<file path="src/rtl/peak_valley_midpoint_threshold_top_macros.svh">
// Assertion helpers for the file that checks this block.
`ifndef PEAK_VALLEY_MIDPOINT_THRESHOLD_TOP_MACROS_SVH
`define PEAK_VALLEY_MIDPOINT_THRESHOLD_TOP_MACROS_SVH

// Checked only while the block is out of reset.
`define PVMT_ASSERT_ON(lbl, prop, msg) \
  lbl: assert property (@(posedge clk) disable iff (!rst_n) prop) else $error(msg);

// Checked at every edge, reset included.
`define PVMT_ASSERT_ALL(lbl, prop, msg) \
  lbl: assert property (@(posedge clk) prop) else $error(msg);

`endif

</file>
<file path="src/rtl/pvmt_pkg.sv">
package pvmt_pkg;

  localparam int SAMPLE_BITS = 11;
  localparam int COUNT_BITS  = 9;
  localparam int QUEUE_DEPTH = 2;

  localparam logic [1:0] STATUS_OK         = 2'd0;
  localparam logic [1:0] STATUS_NO_PEAKS   = 2'd1;
  localparam logic [1:0] STATUS_NO_VALLEYS = 2'd2;

endpackage

</file>
<file path="src/rtl/pvmt_front.sv">
module pvmt_front
  import pvmt_pkg::*;
#(
  parameter int SB = SAMPLE_BITS,
  parameter int CB = COUNT_BITS,
  localparam int TW = SB + CB,
  localparam int JW = 2 * TW + 2 * CB
) (
  input  logic          clk,
  input  logic          rst_n,
  input  logic          in_valid,
  output logic          in_stall,
  input  logic [SB-1:0] in_sample,
  input  logic          in_pass_start,
  input  logic          in_run_end,
  input  logic          q_full,
  output logic          q_push,
  output logic [JW-1:0] q_data
);

  localparam logic [CB-1:0] CMAX = {CB{1'b1}};

  logic [SB-1:0] smoothed_r, smoothed_nxt;
  logic [SB-1:0] cand_val_r, cand_val_nxt;
  logic [SB-1:0] cand_before_r, cand_before_nxt;
  logic          cand_valid_r, cand_valid_nxt;
  logic [TW-1:0] ptotal_r, ptotal_nxt, vtotal_r, vtotal_nxt;
  logic [CB-1:0] ptally_r, ptally_nxt, vtally_r, vtally_nxt;

  logic          accept;
  logic [SB-1:0] hist;
  logic          cand_ok;
  logic [SB:0]   sum;
  logic [SB-1:0] smooth;
  logic          is_peak, is_valley;
  logic [TW-1:0] ptotal_upd, vtotal_upd;
  logic [CB-1:0] ptally_upd, vtally_upd;

  // The queue only fills when two run results wait behind the divider.
  assign in_stall = q_full;
  assign accept   = in_valid && !in_stall;

  always_comb begin
    hist    = in_pass_start ? '0 : smoothed_r;
    cand_ok = cand_valid_r && !in_pass_start;
    sum     = {1'b0, in_sample} + {1'b0, hist};
    smooth  = sum[SB:1];

    is_peak   = cand_ok && (cand_val_r > cand_before_r) && (cand_val_r > smooth) &&
                (ptally_r != CMAX);
    is_valley = cand_ok && (cand_val_r < cand_before_r) && (cand_val_r < smooth) &&
                (vtally_r != CMAX);

    ptotal_upd = is_peak   ? ptotal_r + TW'(cand_val_r) : ptotal_r;
    ptally_upd = is_peak   ? ptally_r + 1'b1 : ptally_r;
    vtotal_upd = is_valley ? vtotal_r + TW'(cand_val_r) : vtotal_r;
    vtally_upd = is_valley ? vtally_r + 1'b1 : vtally_r;

    smoothed_nxt    = smoothed_r;
    cand_val_nxt    = cand_val_r;
    cand_before_nxt = cand_before_r;
    cand_valid_nxt  = cand_valid_r;
    ptotal_nxt      = ptotal_r;
    vtotal_nxt      = vtotal_r;
    ptally_nxt      = ptally_r;
    vtally_nxt      = vtally_r;

    if (accept) begin
      if (in_run_end) begin
        // The run result leaves through the queue and the next run starts clean.
        smoothed_nxt    = '0;
        cand_val_nxt    = '0;
        cand_before_nxt = '0;
        cand_valid_nxt  = 1'b0;
        ptotal_nxt      = '0;
        vtotal_nxt      = '0;
        ptally_nxt      = '0;
        vtally_nxt      = '0;
      end else begin
        smoothed_nxt    = smooth;
        cand_val_nxt    = smooth;
        cand_before_nxt = hist;
        cand_valid_nxt  = 1'b1;
        ptotal_nxt      = ptotal_upd;
        vtotal_nxt      = vtotal_upd;
        ptally_nxt      = ptally_upd;
        vtally_nxt      = vtally_upd;
      end
    end
  end

  assign q_push = accept && in_run_end;
  assign q_data = {ptotal_upd, vtotal_upd, ptally_upd, vtally_upd};

  always_ff @(posedge clk) begin
    if (!rst_n) begin
      smoothed_r    <= '0;
      cand_val_r    <= '0;
      cand_before_r <= '0;
      cand_valid_r  <= 1'b0;
      ptotal_r      <= '0;
      vtotal_r      <= '0;
      ptally_r      <= '0;
      vtally_r      <= '0;
    end else begin
      smoothed_r    <= smoothed_nxt;
      cand_val_r    <= cand_val_nxt;
      cand_before_r <= cand_before_nxt;
      cand_valid_r  <= cand_valid_nxt;
      ptotal_r      <= ptotal_nxt;
      vtotal_r      <= vtotal_nxt;
      ptally_r      <= ptally_nxt;
      vtally_r      <= vtally_nxt;
    end
  end

endmodule

</file>
<file path="src/rtl/pvmt_queue.sv">
module pvmt_queue
  import pvmt_pkg::*;
#(
  parameter int W     = 8,
  parameter int DEPTH = QUEUE_DEPTH,
  localparam int PW   = (DEPTH > 1) ? $clog2(DEPTH) : 1,
  localparam int NW   = $clog2(DEPTH + 1)
) (
  input  logic         clk,
  input  logic         rst_n,
  input  logic         push,
  input  logic [W-1:0] push_data,
  output logic         full,
  input  logic         pop,
  output logic         pop_valid,
  output logic [W-1:0] pop_data
);

  logic [W-1:0]  store_r [DEPTH];
  logic [PW-1:0] wr_ptr_r, wr_ptr_nxt, rd_ptr_r, rd_ptr_nxt;
  logic [NW-1:0] count_r, count_nxt;
  logic          do_push, do_pop;

  assign full      = (count_r == NW'(DEPTH));
  assign pop_valid = (count_r != '0);
  assign pop_data  = store_r[rd_ptr_r];
  assign do_push   = push && !full;
  assign do_pop    = pop && pop_valid;

  always_comb begin
    wr_ptr_nxt = wr_ptr_r;
    rd_ptr_nxt = rd_ptr_r;
    if (do_push) begin
      wr_ptr_nxt = (wr_ptr_r == PW'(DEPTH - 1)) ? '0 : wr_ptr_r + 1'b1;
    end
    if (do_pop) begin
      rd_ptr_nxt = (rd_ptr_r == PW'(DEPTH - 1)) ? '0 : rd_ptr_r + 1'b1;
    end
    count_nxt = count_r + NW'(do_push) - NW'(do_pop);
  end

  always_ff @(posedge clk) begin
    if (do_push) begin
      store_r[wr_ptr_r] <= push_data;
    end
  end

  always_ff @(posedge clk) begin
    if (!rst_n) begin
      wr_ptr_r <= '0;
      rd_ptr_r <= '0;
      count_r  <= '0;
    end else begin
      wr_ptr_r <= wr_ptr_nxt;
      rd_ptr_r <= rd_ptr_nxt;
      count_r  <= count_nxt;
    end
  end

endmodule

</file>
<file path="src/rtl/pvmt_back.sv">
module pvmt_back
  import pvmt_pkg::*;
#(
  parameter int SB = SAMPLE_BITS,
  parameter int CB = COUNT_BITS,
  localparam int TW = SB + CB,
  localparam int JW = 2 * TW + 2 * CB,
  localparam int CW = $clog2(TW)
) (
  input  logic          clk,
  input  logic          rst_n,
  input  logic          q_valid,
  input  logic [JW-1:0] q_data,
  output logic          q_pop,
  output logic          out_valid,
  input  logic          out_stall,
  output logic [SB-1:0] out_threshold,
  output logic [1:0]    out_status,
  output logic [CB-1:0] out_peaks_found,
  output logic [CB-1:0] out_valleys_found
);

  typedef enum logic [1:0] {
    ST_IDLE,
    ST_DIV,
    ST_FIN
  } state_t;

  state_t        state_r, state_nxt;
  logic [CW-1:0] cnt_r, cnt_nxt;
  logic [TW-1:0] pdiv_r, pdiv_nxt, vdiv_r, vdiv_nxt;
  logic [CB-1:0] prem_r, prem_nxt, vrem_r, vrem_nxt;
  logic [CB-1:0] pden_r, pden_nxt, vden_r, vden_nxt;

  logic          out_valid_r, out_valid_nxt;
  logic [SB-1:0] thr_r, thr_nxt;
  logic [1:0]    status_r, status_nxt;
  logic [CB-1:0] pcnt_r, pcnt_nxt, vcnt_r, vcnt_nxt;

  logic [CB:0]   ptrial, vtrial;
  logic          pfit, vfit;
  logic [SB:0]   mid_sum;
  logic [1:0]    fin_status;
  logic          load_out;

  // One restoring step per cycle on both quotients.
  always_comb begin
    ptrial = {prem_r, pdiv_r[TW-1]};
    vtrial = {vrem_r, vdiv_r[TW-1]};
    pfit   = (ptrial >= {1'b0, pden_r});
    vfit   = (vtrial >= {1'b0, vden_r});
  end

  always_comb begin
    fin_status = STATUS_OK;
    if (pden_r == '0) begin
      fin_status = fin_status | STATUS_NO_PEAKS;
    end
    if (vden_r == '0) begin
      fin_status = fin_status | STATUS_NO_VALLEYS;
    end
    mid_sum = {1'b0, pdiv_r[SB-1:0]} + {1'b0, vdiv_r[SB-1:0]};
  end

  assign q_pop    = (state_r == ST_IDLE) && q_valid;
  assign load_out = (state_r == ST_FIN) && (!out_valid_r || !out_stall);

  always_comb begin
    state_nxt     = state_r;
    cnt_nxt       = cnt_r;
    pdiv_nxt      = pdiv_r;
    vdiv_nxt      = vdiv_r;
    prem_nxt      = prem_r;
    vrem_nxt      = vrem_r;
    pden_nxt      = pden_r;
    vden_nxt      = vden_r;
    out_valid_nxt = out_valid_r && out_stall;
    thr_nxt       = thr_r;
    status_nxt    = status_r;
    pcnt_nxt      = pcnt_r;
    vcnt_nxt      = vcnt_r;

    unique case (state_r)
      ST_IDLE: begin
        if (q_valid) begin
          pdiv_nxt  = q_data[JW-1 -: TW];
          vdiv_nxt  = q_data[JW-TW-1 -: TW];
          pden_nxt  = q_data[2*CB-1 -: CB];
          vden_nxt  = q_data[CB-1:0];
          prem_nxt  = '0;
          vrem_nxt  = '0;
          cnt_nxt   = CW'(TW - 1);
          state_nxt = ST_DIV;
        end
      end
      ST_DIV: begin
        pdiv_nxt = {pdiv_r[TW-2:0], pfit};
        vdiv_nxt = {vdiv_r[TW-2:0], vfit};
        prem_nxt = pfit ? CB'(ptrial - {1'b0, pden_r}) : ptrial[CB-1:0];
        vrem_nxt = vfit ? CB'(vtrial - {1'b0, vden_r}) : vtrial[CB-1:0];
        cnt_nxt  = cnt_r - 1'b1;
        if (cnt_r == '0) begin
          state_nxt = ST_FIN;
        end
      end
      ST_FIN: begin
        if (load_out) begin
          out_valid_nxt = 1'b1;
          status_nxt    = fin_status;
          // A missing kind leaves a meaningless quotient, so the threshold is forced to zero.
          thr_nxt       = (fin_status == STATUS_OK) ? mid_sum[SB:1] : '0;
          pcnt_nxt      = pden_r;
          vcnt_nxt      = vden_r;
          state_nxt     = ST_IDLE;
        end
      end
      default: begin
        state_nxt = ST_IDLE;
      end
    endcase
  end

  always_ff @(posedge clk) begin
    if (!rst_n) begin
      state_r     <= ST_IDLE;
      out_valid_r <= 1'b0;
    end else begin
      state_r     <= state_nxt;
      out_valid_r <= out_valid_nxt;
      cnt_r       <= cnt_nxt;
      pdiv_r      <= pdiv_nxt;
      vdiv_r      <= vdiv_nxt;
      prem_r      <= prem_nxt;
      vrem_r      <= vrem_nxt;
      pden_r      <= pden_nxt;
      vden_r      <= vden_nxt;
      thr_r       <= thr_nxt;
      status_r    <= status_nxt;
      pcnt_r      <= pcnt_nxt;
      vcnt_r      <= vcnt_nxt;
    end
  end

  assign out_valid         = out_valid_r;
  assign out_threshold     = thr_r;
  assign out_status        = status_r;
  assign out_peaks_found   = pcnt_r;
  assign out_valleys_found = vcnt_r;

endmodule

</file>
<file path="src/rtl/peak_valley_midpoint_threshold_top.sv">
// Throughput: one sample beat per cycle while in_stall is low; a run-end beat hands its sums to a two-entry queue.
// A run-end beat's sums pass from the queue through ST_IDLE, the ST_DIV steps of the one-bit-per-cycle
// restoring dividers and ST_FIN into the output registers; the back end takes a new result only in ST_IDLE.
// Input stalls only while the queue holds two results waiting behind the divider.
// Reset (synchronous, rst_n low) clears history, accumulators, queue and output valid.
`include "peak_valley_midpoint_threshold_top_macros.svh"

module peak_valley_midpoint_threshold_top
  import pvmt_pkg::*;
#(
  parameter int SB          = SAMPLE_BITS,
  parameter int CB          = COUNT_BITS,
  parameter int QDEPTH      = QUEUE_DEPTH,
  localparam int JW         = 2 * (SB + CB) + 2 * CB
) (
  input  logic          clk,
  input  logic          rst_n,
  input  logic          in_valid,
  output logic          in_stall,
  input  logic [SB-1:0] in_sample,
  input  logic          in_pass_start,
  input  logic          in_run_end,
  output logic          out_valid,
  input  logic          out_stall,
  output logic [SB-1:0] out_threshold,
  output logic [1:0]    out_status,
  output logic [CB-1:0] out_peaks_found,
  output logic [CB-1:0] out_valleys_found
);

  logic          q_full, q_push, q_pop, q_valid;
  logic [JW-1:0] q_wdata, q_rdata;

  pvmt_front #(
    .SB(SB),
    .CB(CB)
  ) u_front (
    .clk          (clk),
    .rst_n        (rst_n),
    .in_valid     (in_valid),
    .in_stall     (in_stall),
    .in_sample    (in_sample),
    .in_pass_start(in_pass_start),
    .in_run_end   (in_run_end),
    .q_full       (q_full),
    .q_push       (q_push),
    .q_data       (q_wdata)
  );

  pvmt_queue #(
    .W    (JW),
    .DEPTH(QDEPTH)
  ) u_queue (
    .clk      (clk),
    .rst_n    (rst_n),
    .push     (q_push),
    .push_data(q_wdata),
    .full     (q_full),
    .pop      (q_pop),
    .pop_valid(q_valid),
    .pop_data (q_rdata)
  );

  pvmt_back #(
    .SB(SB),
    .CB(CB)
  ) u_back (
    .clk              (clk),
    .rst_n            (rst_n),
    .q_valid          (q_valid),
    .q_data           (q_rdata),
    .q_pop            (q_pop),
    .out_valid        (out_valid),
    .out_stall        (out_stall),
    .out_threshold    (out_threshold),
    .out_status       (out_status),
    .out_peaks_found  (out_peaks_found),
    .out_valleys_found(out_valleys_found)
  );

  `PVMT_ASSERT_ON(a_push_not_full, q_push |-> !q_full, "run result pushed into a full queue")
  `PVMT_ASSERT_ON(a_status_thr, out_valid && (out_status != STATUS_OK) |-> out_threshold == '0, "threshold nonzero with bad status")
  `PVMT_ASSERT_ON(a_no_peaks, out_valid && out_status[0] |-> out_peaks_found == '0, "no-peak status with peaks counted")
  `PVMT_ASSERT_ON(a_no_valleys, out_valid && out_status[1] |-> out_valleys_found == '0, "no-valley status with valleys counted")
  `PVMT_ASSERT_ALL(a_reset_out, !rst_n |=> !out_valid, "output valid after reset")

endmodule

</file>
<file path="config.mk">
export PLATFORM = sky130hd
export DESIGN_NAME = peak_valley_midpoint_threshold_top
export DESIGN_NICKNAME = d
export VERILOG_FILES = /design/src/rtl/pvmt_pkg.sv /design/src/rtl/pvmt_front.sv /design/src/rtl/pvmt_queue.sv /design/src/rtl/pvmt_back.sv /design/src/rtl/peak_valley_midpoint_threshold_top.sv
export VERILOG_INCLUDE_DIRS = /design/src /design/src/rtl
export SDC_FILE = /design/constraint.sdc
export NUM_CORES = 1
export LEC_CHECK = 0
export BUFFER_PORTS_ARGS = -buffer_cell sky130_fd_sc_hd__buf_2
export CAP_MARGIN = 20
export CELL_PAD_IN_SITES_DETAIL_PLACEMENT = 1
export CELL_PAD_IN_SITES_GLOBAL_PLACEMENT = 2
export CORE_AREA = 5 5 237 239
export CTS_CLUSTER_DIAMETER = 30
export DETAILED_ROUTE_END_ITERATION = 8
export DIE_AREA = 0 0 242 244
export PLACE_DENSITY_LB_ADDON = 0.1
export SLEW_MARGIN = 20
export SYNTH_ARGS = -nofsm -noshare
export SYNTH_HDL_FRONTEND = slang
export SYNTH_SLANG_ARGS = --single-unit
</file>
<file path="constraint.sdc">
create_clock -name clk -period 5.1 [get_ports clk]
set_clock_uncertainty 0.15 [all_clocks]
set_input_delay 0.255 -clock clk [delete_from_list [all_inputs] [get_ports clk]]
set_output_delay 0.255 -clock clk [all_outputs]
set_load 0.02 [all_outputs]
</file>
==> summary.md <==
| Metric | Value |
|---|---|
| Status | completed |
| Crit-path leading delay family | compound AO/OA/AOI/OAI gates |
| Maximum clock insertion buffer count | 3 |
| N_diodes | 0 |
| Sw Share | 0.277 |
| Clock Power Share | 0.509 |
| Drt total wl | 45900 um |
| Critical Path Sink Type | flip-flop |
| Vias/cell | 4.85 |
| CP max-delay cell | a2111oi_4 |
| Period Utilization, post-route | 0.957 |
| Buf+Inv Stages, Crit Path | 3 |
| CTS H-Tree Depth | 3 |
| PwrDens | 536 mW/mm^2 |
| I/O Buffers | 49 |
| Most used DFF post-synth | edfxtp_1 |
| Syn Nets | 1566 |
| Share of layout cells above drive strength 1 | 0.199 |
| 1st-pass router iterations | 5 |
| Maxcap violations | 0 |
| Skew-Pair Late Insertion Delay | 0.60 ns |
| Area added between synthesis and finish | 30.5% |
| Final setup viols | 0 |
| Nets | 1730 |
| WL per Instance | 19.2 um |
| P_leak | 8.11 nW |
| Share of the synthesized area in the top cell type | 0.431 |
| Final core utilization | 0.387 |
| DIE AREA | 0.0590 mm^2 |
| Cell row count | 85 |
| Worst-Margin Slew | 0.981 ns |
| Dpl hpwl | 31600 um |
| Worst EP arrival | 5.24 ns |
| WS Path Type | reg -> reg |
| Seq/Total Area, Yosys | 0.543 |
| DRC | 0 |
| Sw power | 3.08 mW |
| Critical Path Source Type | flip-flop |
| CTS tree | done |
| Comb power frac | 0.185 |
| Root Buffer | clkbuf_16 |
| Slew Limit Fails | 0 |
| Crit path required time | 5.45 ns |
| Max VDD drop | 0.000224 V |
| Post-Syn Area | 0.0159 mm^2 |
| CP Depth | 19 |
| Largest net degree at the start of global routing | 65 |
| Ys Warns | 0 |
| Routed Antenna Nets | 0 |
| Area contributors post-synth | edfxtp_1 43%, dfxtp_1 11%, ha_1 6.9% |
| CP max FO | 7 |
| Hold path cells | 3 |
| Most frequent CP cell | buf_4 |
| Synth Register Bits | 317 |
| Core area | 0.0536 mm^2 |
| Vias in the first global route | 12300 |
| Die width | 242 um |
| Yosys cell types | 64 |
| Initial antenna violation count | 0 |
| CTS buffer count | 93 |
| Fmax achieved | 205 MHz |
| Worst Slack Setup Final | 0.218 ns |
| Global-route wire length before repair | 72100 um |
| Starting Density | 0.297 |
| Global route total overflow | 0 |
| Post-Place Setup Slack | -0.108 ns |
| EDFF count, synth | 228 |
| Initial DRC Count | 459 |
| Synth area leader | edfxtp_1 |
| Syn_area_per_cell | 10.9 um^2 |
| Clk pin slew, worst setup/hold paths | 0.04 ns |
| Slew HR | 0.346 |
| Hold Crit Class | in -> reg |
| Period minus WS final | 4.88 ns |
| Internal power | 8.04 mW |
| Asr flop ratio synth | 0 |
| Crit-path cells | nor2b_4, buf_4, ha_1, and4b_1, a2111oi_1, buf_4, nor4_1, buf_4, nor3_2, nor2_1, xnor2_1, ha_1, a211oi_1, nor2_1, a2111oi_4, nand3_2, a211o_4, or4_4, a31oi_1 |
| Mapped Cells | 1455 |
| Ports | 50 |
| Via Count | 11600 |
| Crit-path max cell delay | 0.53 ns |
| Die H | 244 um |
| Sequential share of power | 0.305 |
| Fin. Hold Viols | 0 |
| Reg2Reg Depth | 19 |
| Clock sink count | 317 |
| Gp weighted congestion | 0.771 |
| Global-route usage over all layers | 0.154 |
## worst paths after layout
| path | start | endpoint | slack [ns] |
|---|---|---|---|
| worst max-delay path | u_front.smoothed_r[1] | u_front.vtotal_r[13] | 0.22 |
| worst max register to register | u_front.smoothed_r[1] | u_front.vtotal_r[13] | 0.22 |
| worst min-delay path | rst_n | u_front.smoothed_r[6] | 0.05 |
| worst min register to register | u_front.cand_before_r[9] | u_front.cand_before_r[9] | 0.30 |
## cell usage after synthesis (3+ instances only)
cell type	count
nor4_1	6
nand4_1	18
nand2_1	177
o31ai_1	15
inv_1	60
nand3b_1	3
a21oi_1	66
dfxtp_1	89
xor2_1	31
nor2_1	98
nor2b_1	27
a211oi_1	18
fa_1	6
mux2i_1	49
and2_1	8
nor3_1	25
a21o_1	11
buf_1	8
clkbuf_1	57
o21ai_1	4
o21ai_0	105
or2_2	3
mux2_2	19
or4_1	8
a22o_1	23
o21a_1	4
a41oi_1	8
nand3_1	34
o22ai_1	3
o41ai_1	8
a2bb2oi_1	3
edfxtp_1	228
and3_1	14
o21bai_1	4
or3_1	14
nand2b_1	11
a31oi_1	13
a31o_2	5
ha_1	88
xnor2_1	50
## worst reg2reg max path: stages, from the launching register on
cell       delay, ns
dfxtp_2         0.32
nor2b_4         0.12
buf_4           0.12
ha_1            0.25
and4b_1         0.20
a2111oi_1       0.34
buf_4           0.18
nor4_1          0.04
buf_4           0.15
nor3_2          0.24
nor2_1          0.09
xnor2_1         0.21
ha_1            0.29
a211oi_1        0.23
nor2_1          0.11
a2111oi_4       0.53
nand3_2         0.17
a211o_4         0.38
or4_4           0.49
a31oi_1         0.17
## state kept, by name, indices dropped and copies added, names as in the netlist, 2 cells and up, named ones only
signal	count
u_back.vden_r	9
u_back.cnt_r	5
u_front.cand_before_r	11
u_queue.count_r	2
u_back.pden_r	9
u_back.vrem_r	9
u_back.vdiv_r	20
u_front.vtotal_r	20
u_back.out_threshold	11
u_front.vtally_r	9
u_back.out_valleys_found	9
u_front.ptotal_r	20
u_back.state_r	2
u_back.out_status	2
u_back.prem_r	9
u_front.ptally_r	9
u_front.smoothed_r	11
u_back.out_peaks_found	9
u_back.pdiv_r	20
u_queue.store_r	116
## cell usage in the layout, fill, tap and decap left out, types with 14 or more instances in the layout
cell type	netlist	routed
o31ai_1	15	14
clkinv_2	0	14
o21ai_0	105	104
clkbuf_16	0	96
buf_2	2	49
ha_1	88	87
nor2b_1	27	25
mux2i_1	49	49
buf_4	0	80
clkinv_1	0	15
a21oi_1	66	65
a22o_1	23	23
xnor2_1	50	50
xor2_1	31	31
edfxtp_1	228	228
dfxtp_1	89	87
nand4_1	18	18
nand3_1	34	34
clkbuf_1	57	17
inv_1	60	59
mux2_2	19	19
nor2_1	98	94
nand2_1	177	176
nor3_1	25	22
a211oi_1	18	17
## repair_timing
action                                  CTS  global route
endpoints found under the setup margin   12           173
resized for setup                         3            26
pin swaps                                 1            15
endpoints found under the hold margin     2             0
hold buffers                              1             0
setup buffers                             0             6
## layer usage
layer  vias up  global-route usage  part of all wire
met3        74              0.0333             0.036
met5         -                   0                 0
li1       5707                   -                 -
met4         0              0.0525             0.022
met2       164               0.243              0.44
met1      5671               0.213              0.50
## power by group through the flow
stage               clock (mW)  sequential (mW)  combinational [mW]
floorplan                    0             3.35                1.51
global placement             0             3.44                2.06
detailed placement           0             3.44                2.08
CTS                       5.80             3.40                2.10
global route              5.97             3.43                2.33
finish                    5.67             3.40                2.06
## per-stage QoR
stage | power (mW) | area, um^2 | std cells | TNS (ns) | hold slack, ns
floorplan | 4.86 | 15900 | 1455 | 0 | 0.246
CTS | 11.3 | 20600 | 2387 | -0.00957 | 0.00950
global route | 11.7 | 20700 | 2394 | -0.117 | 0.0195
finish | 11.1 | 20700 | 2394 | 0 | 0.0523
global placement | 5.49 | 17400 | 2212 | -0.0465 | 0.290
detailed placement | 5.52 | 17400 | 2212 | -0.761 | 0.295
## logic make-up (layout without fill, tap and decap cells)
group / after synthesis / in the layout / share of synthesized area
simple gates: 456 / 456 / 0.135
compound gates: 312 / 312 / 0.127
flops: 317 / 317 / 0.543
fa+ha+maj: 94 / 94 / 0.0768
mux: 68 / 68 / 0.0443
xor+xnor: 81 / 81 / 0.0446
buf+inv: 127 / 370 / 0.0302
## cell type report
class	instances	area, um^2
Clock buffer	119	2550
Clock inverter	55	584
Fill cell	5816	32900
Inverter	60	225
Multi-Input combinational cell	1011	6930
Sequential cell	317	8630
Tap cell	696	871
Timing Repair Buffer	136	957
Note: power is estimated with default switching activity, not from simulation.
